File: config.mk
export PLATFORM = sky130hd
export DESIGN_NAME = macp_tracker
export DESIGN_NICKNAME = d
export VERILOG_FILES = /design/src/rtl/core/macp_pkg.sv /design/src/rtl/core/macp_tracker.sv
export SDC_FILE = /design/constraint.sdc
export NUM_CORES = 2
export LEC_CHECK = 0
export BUFFER_PORTS_ARGS = -buffer_cell sky130_fd_sc_hd__buf_2
export CELL_PAD_IN_SITES_DETAIL_PLACEMENT = 1
export CELL_PAD_IN_SITES_GLOBAL_PLACEMENT = 1
export CORE_ASPECT_RATIO = 0.5
export CORE_MARGIN = 3
export CORE_UTILIZATION = 34
export DETAILED_ROUTE_END_ITERATION = 8
export GPL_TIMING_DRIVEN = 0
export PLACE_DENSITY = 0.67
export SYNTH_ARGS = -nofsm -noshare
export SYNTH_HDL_FRONTEND = slang
export SYNTH_SLANG_ARGS = --single-unit
File: constraint.sdc
create_clock -name i_clk -period 18.55 [get_ports i_clk]
set_input_delay 0.9275 -clock i_clk [delete_from_list [all_inputs] [get_ports i_clk]]
set_output_delay 0.9275 -clock i_clk [all_outputs]
set_load 0.01 [all_outputs]
File: src/rtl/core/macp_pkg.sv
`default_nettype none

package macp_pkg;

    localparam int WINDOW_MAX = 256;
    localparam int PRICE_W    = 32;
    localparam int CFG_W      = 9;
    localparam int ADDR_W     = $clog2(WINDOW_MAX);
    localparam int LEN_W      = $clog2(WINDOW_MAX + 1);
    localparam int SUM_W      = 64;
    localparam int SCORE_W    = 32;

    localparam logic [CFG_W-1:0] CFG_RESET = CFG_W'(5);
    localparam int SCORE_BASE = 1000;
    localparam logic [6:0] GAIN_MUL = 7'd100;
    localparam int GAIN_SHIFT = 8;

    typedef enum logic [1:0] {
        POS_FLAT  = 2'd0,
        POS_LONG  = 2'd1,
        POS_SHORT = 2'd2
    } t_pos;

    typedef struct packed {
        logic [PRICE_W-1:0] price;
        logic               last_bar;
    } t_item;

    typedef struct packed {
        logic signed [SCORE_W-1:0] score;
        logic [1:0]                final_position;
        logic                      too_short;
        logic                      saturated;
    } t_result;

    function automatic logic [LEN_W-1:0] eff_len(input logic [CFG_W-1:0] v);
        logic [LEN_W-1:0] r;
        if (v == '0) begin
            r = LEN_W'(1);
        end else if (int'(v) > WINDOW_MAX) begin
            r = LEN_W'(WINDOW_MAX);
        end else begin
            r = LEN_W'(v);
        end
        return r;
    endfunction

endpackage

`default_nettype wire

File: src/rtl/core/macp_tracker.sv
`default_nettype none

module macp_tracker (
    input  wire logic                          i_clk,
    input  wire logic                          i_rst_n,
    input  wire logic                          i_step,
    input  wire macp_pkg::t_item               i_item,
    input  wire logic [macp_pkg::PRICE_W-1:0]  i_old,
    input  wire logic [macp_pkg::LEN_W-1:0]    i_len,
    output macp_pkg::t_result                  o_result
);

    localparam int WIDE_W = macp_pkg::SCORE_W + 2;
    localparam int PROD_W = macp_pkg::PRICE_W + 7;
    localparam int GAIN_W = PROD_W - macp_pkg::GAIN_SHIFT;
    localparam int SCL_W  = macp_pkg::PRICE_W + macp_pkg::LEN_W;
    localparam logic signed [WIDE_W-1:0] S_MAX = WIDE_W'(64'sh7FFF_FFFF);
    localparam logic signed [WIDE_W-1:0] S_MIN = WIDE_W'(-64'sh8000_0000);

    logic [macp_pkg::SUM_W-1:0]   r_sum,     n_sum;
    logic [macp_pkg::LEN_W-1:0]   r_count,   n_count;
    macp_pkg::t_pos               r_pos,     n_pos;
    logic [macp_pkg::PRICE_W-1:0] r_entry,   n_entry;
    logic                         r_pending, n_pending;

    logic                         fill;
    logic [macp_pkg::SUM_W-1:0]   sum_base;
    logic [macp_pkg::SUM_W-1:0]   sum_next;
    logic [SCL_W-1:0]             scaled;
    macp_pkg::t_pos               dir;
    logic [macp_pkg::PRICE_W-1:0] entry_eff;
    logic                         neg;
    logic [macp_pkg::PRICE_W-1:0] mag;
    logic [PROD_W-1:0]            prod;
    logic [GAIN_W-1:0]            gain;
    logic signed [WIDE_W-1:0]     score_w;

    always_comb begin
        fill     = r_count < i_len;
        sum_base = fill ? r_sum : r_sum - macp_pkg::SUM_W'(i_old);
        sum_next = sum_base + macp_pkg::SUM_W'(i_item.price);
        scaled   = SCL_W'(i_item.price) * SCL_W'(i_len);
        if (macp_pkg::SUM_W'(scaled) > sum_next) begin
            dir = macp_pkg::POS_LONG;
        end else if (macp_pkg::SUM_W'(scaled) < sum_next) begin
            dir = macp_pkg::POS_SHORT;
        end else begin
            dir = macp_pkg::POS_FLAT;
        end
    end

    // open gain at the final price
    always_comb begin
        entry_eff = r_pending ? i_item.price : r_entry;
        if (r_pos == macp_pkg::POS_SHORT) begin
            neg = entry_eff < i_item.price;
            mag = neg ? i_item.price - entry_eff : entry_eff - i_item.price;
        end else begin
            neg = i_item.price < entry_eff;
            mag = neg ? entry_eff - i_item.price : i_item.price - entry_eff;
        end
        prod = PROD_W'(mag) * PROD_W'(macp_pkg::GAIN_MUL);
        gain = prod[PROD_W-1:macp_pkg::GAIN_SHIFT];
        score_w = neg ? WIDE_W'(macp_pkg::SCORE_BASE) - signed'(WIDE_W'(gain))
                      : WIDE_W'(macp_pkg::SCORE_BASE) + signed'(WIDE_W'(gain));
    end

    always_comb begin
        o_result = '0;
        if (!fill && r_pos != macp_pkg::POS_FLAT) begin
            o_result.final_position = r_pos;
            if (score_w > S_MAX) begin
                o_result.score     = S_MAX[macp_pkg::SCORE_W-1:0];
                o_result.saturated = 1'b1;
            end else if (score_w < S_MIN) begin
                o_result.score     = S_MIN[macp_pkg::SCORE_W-1:0];
                o_result.saturated = 1'b1;
            end else begin
                o_result.score = score_w[macp_pkg::SCORE_W-1:0];
            end
        end
        o_result.too_short = fill;
    end

    always_comb begin
        n_sum     = r_sum;
        n_count   = r_count;
        n_pos     = r_pos;
        n_entry   = r_entry;
        n_pending = r_pending;
        if (i_item.last_bar) begin
            n_sum     = '0;
            n_count   = '0;
            n_pos     = macp_pkg::POS_FLAT;
            n_entry   = '0;
            n_pending = 1'b0;
        end else begin
            if (r_pending) begin
                n_entry   = i_item.price;
                n_pending = 1'b0;
            end
            n_sum = sum_next;
            if (fill) begin
                if (macp_pkg::LEN_W'(r_count + 1'b1) == i_len) begin
                    n_pos = dir;
                    if (dir != macp_pkg::POS_FLAT) begin
                        n_pending = 1'b1;
                    end
                end
            end else if (dir != macp_pkg::POS_FLAT && dir != r_pos) begin
                n_pos     = dir;
                n_pending = 1'b1;
            end
            if (r_count < macp_pkg::LEN_W'(macp_pkg::WINDOW_MAX)) begin
                n_count = r_count + 1'b1;
            end
        end
    end

    always_ff @(posedge i_clk) begin
        if (!i_rst_n) begin
            r_sum     <= '0;
            r_count   <= '0;
            r_pos     <= macp_pkg::POS_FLAT;
            r_entry   <= '0;
            r_pending <= 1'b0;
        end else if (i_step) begin
            r_sum     <= n_sum;
            r_count   <= n_count;
            r_pos     <= n_pos;
            r_entry   <= n_entry;
            r_pending <= n_pending;
        end
    end

endmodule

`default_nettype wire

==> flow_summary_export.csv <==
group,metric,value,unit
worst_hold_path,holdPathStages,2,
route,first_iter_violations,1385,
outcome,status,"complete, no violations",
die,start_util,34.68,%
layout,drive_gt1_share,4.381,%
timing,worst_slew_pin_slew,1216,ps
layout,antennaDiodeCount,0,
synth,yosysTopAreaCell,"fa_1",
synth,synth_adder_area_share,32.65,%
power_and_ir_drop,power_density,130.9,nW/µm²
die,die_y,208.2,µm
grt,grt_overflow,0,
timing,skew,9.140,ps
cts,htree_levels,3,
grt,grt_pass1_vias,27540,
die,io_pins,113,
synth,synth-seq-area-share,7.774,%
worst_setup_path,cpPeakStageDelay,810,ps
cts,clockBufferDepth,2,
synth,synth_compound_area_share,20.25,%
layout,fillers,10050,
cts,cts-resized-gates,0,
worst_setup_path,worst_setup_path_end_kind,"primary output",
cts,clock_sinks,108,
placement,dp.final_hpwl,87.09,mm
timing,slew_headroom,18.55,%
synth,syn_area,27810,µm²
timing,final_max_slew_viol_count,0,
grt,antenna_found_initial,2,
power_and_ir_drop,vdd_drop_max,68.77,µV
timing,fmax,67.47,MHz
cts,cts.root.buffer_cell,"clkbuf_16",
synth,ys_types,86,
synth,yosysWarnings,0,
synth,ys_ff_latch,108,
synth,synth_edf_count,0,
timing,rsz0062_at_grt,"no",
cts,cts_buffers,9,
synth,synth.area.top_cells,"fa_1, ha_1, dfxtp_1, inv_1, xnor2_1",
route,drc_errors,0,
cts,cts.clk_slew.worst_paths,80,ps
placement,gp_congestion,0.9234,
timing,hold_viol,0,
cts,cts_tree,"built",
synth,syn-instance-count,3669,
worst_hold_path,hold_class,"reg -> reg",
synth,yosysTopAreaCellShare,17.13,%
worst_setup_path,worst_setup_path_start_kind,"flip-flop",
route,wl,101.1,mm
worst_setup_path,r2r-start,"r_count[5]",
grt,grt_max_degree,19,
synth,yosys-mux-area-fraction,1.745,%
synth,synth_top_family_by_area,"adder cells",
worst_setup_path,path_max_fanout,10,
worst_setup_path,reg2reg_slack,7580,ps
layout,fin_cells,4876,
synth,synth_nets,4329,
route,dr_total_vias,26460,
worst_hold_path,worstHoldEndpoint,"r_entry[8]",
synth,synthXorXnorAreaFrac,8.759,%
worst_setup_path,cpMostUsedCell,"clkbuf_1",
worst_setup_path,cp.required,17620,ps
die,rows,73,
synth,ys.flop_type,"dfxtp_1",
worst_setup_path,critical_path_arrival,13890,ps
die,die_area,85480,µm²
cts,cts_hold_buf,0,
synth,synth_common_cells,"inv_1, nand2_1, ha_1",
die,coreArea,80190,µm²
cts,post-cts-setup-buffers,0,
placement,numPlacedInstances,4861,
worst_setup_path,path_class,"reg -> out",
layout,final_util,37.40,%
timing,setup_viol,0,
placement,postPlaceCellArea,29700,µm²
route,wl_per_cell,20.73,µm
timing,fin_tns_setup,0,ps
layout,final_nets,4445,
route,drt-pass1-iter-count,5,
layout,syn_to_final_growth,7.846,%
grt,grt.total_usage,23.35,%
timing,fin_crit,14820,ps
worst_hold_path,worstHoldStart,"r_entry[8]",
cts,clk_latency,400,ps
placement,port_buffers,105,
synth,syn_avg_cell_area,7.581,µm²
job,maxCapViolCount,0,
worst_setup_path,slowest_stage,"clkbuf_1",
synth,synth-simple-area-share,20.53,%
power_and_ir_drop,p_leak,14.26,nW
worst_setup_path,reg2reg_to,"r_pending",
route,drtAntennaViolNets,0,
timing,fin_crit_sh,79.90,%
layout,fin_area,30000,µm²
worst_setup_path,rr_worst_depth,31,
die,die_w,410.5,µm
synth,synthArstFlopShare,0,%
synth,yosysMostFrequentCell,"inv_1",
route,via_per_inst,5.426,
grt,grt_pass1_wl,157.8,mm
layer usage:
metal	GRT usage, %	vias to the layer above	wire [µm]
met2	37.62	566	45050
met3	4.366	143	5820
met1	31.63	13020	47100
met5	0	-	13
met4	7.075	2	3072
li1	-	12720	-
worst max path at each step:
| stage | endpoint | depth (start not counted) | from |
|---|---|---|---|
| 2_1_floorplan | o_result[20] | 40 | r_pending |
| 3_3_place_gp | o_result[30] | 40 | r_pending |
| 3_5_place_dp | o_result[25] | 40 | r_pending |
| 4_1_cts | o_result[25] | 40 | r_pending |
| 5_1_grt | o_result[26] | 40 | r_pending |
| 6_report | o_result[25] | 40 | r_pending |
stage by stage:
stage,setup slack (ps),total power [W],hold slack (ps)
after global placement,4302,0.003584,513.7
after global routing,2933,0.004403,579.7
after CTS,3724,0.003941,552.7
after detailed placement,4199,0.003687,527.9
after floorplan,7512,0.002849,494.1
final,3729,0.003927,546.6
registers in the layout, indices dropped and copies added (netlist names):
register and cells:
r_pos 2, r_entry 32, r_pending 1, r_sum 64, r_count 9
area by class of cell:
cell class	instances	area (µm²)	share of cell area, %
Multi-Input combinational cell	2949	23340	77.83
Sequential cell	108	2162	7.208
Inverter	436	1637	5.456
Tap cell	1087	1360	4.534
Buffer	176	669.4	2.232
Timing Repair Buffer	105	525.5	1.752
Clock buffer	9	225.2	0.7508
Clock inverter	6	71.32	0.2378
power by group:
group	switching [W]	total, W	internal (W)
clock network	0.000115	0.000221	0.000106
logic	0.00205	0.00347	0.00142
registers	0.00000422	0.000240	0.000236
critical path, delay by kind of cell, from the launching register on:
kind | cells | cell delay, ps
AOI/OAI and AO/OA | 10 | 2850
xor gates and xnor gates | 3 | 610
adders and majority gates | 5 | 1470
buffers and inverters | 10 | 3800
DFF | 1 | 420
muxes | 2 | 710
and+or+nand+nor | 10 | 3640
placed cells by master (no fill, tap or decap), types with 23 or more instances in the layout:
cell type  netlist  layout
inv_1          434     434
nand2_1        365     365
ha_1           345     345
nor2_1         270     270
a21oi_1        267     267
fa_1           238     238
xnor2_1        170     170
clkbuf_1       162     162
o21ai_0        162     162
a21o_1         120     120
nor2b_1        117     117
buf_2            3     108
dfxtp_1        108     108
xor2_1         105     105
nor3_1          77      77
nand3_1         64      64
nand4_1         53      53
mux2i_1         44      44
and2_1          43      43
o21bai_1        41      41
a22oi_1         38      38
o21a_1          35      35
a31oi_1         35      35
nand2b_1        30      30
nor4_1          27      27
or3_1           23      23
kinds of logic after synthesis:
group           Yosys count
flops                   108
buf+inv                 612
compound gates          873
xor+xnor                276
mux                      48
simple gates           1169
fa+ha+maj               583
Note: power is estimated with default switching activity, not from simulation.
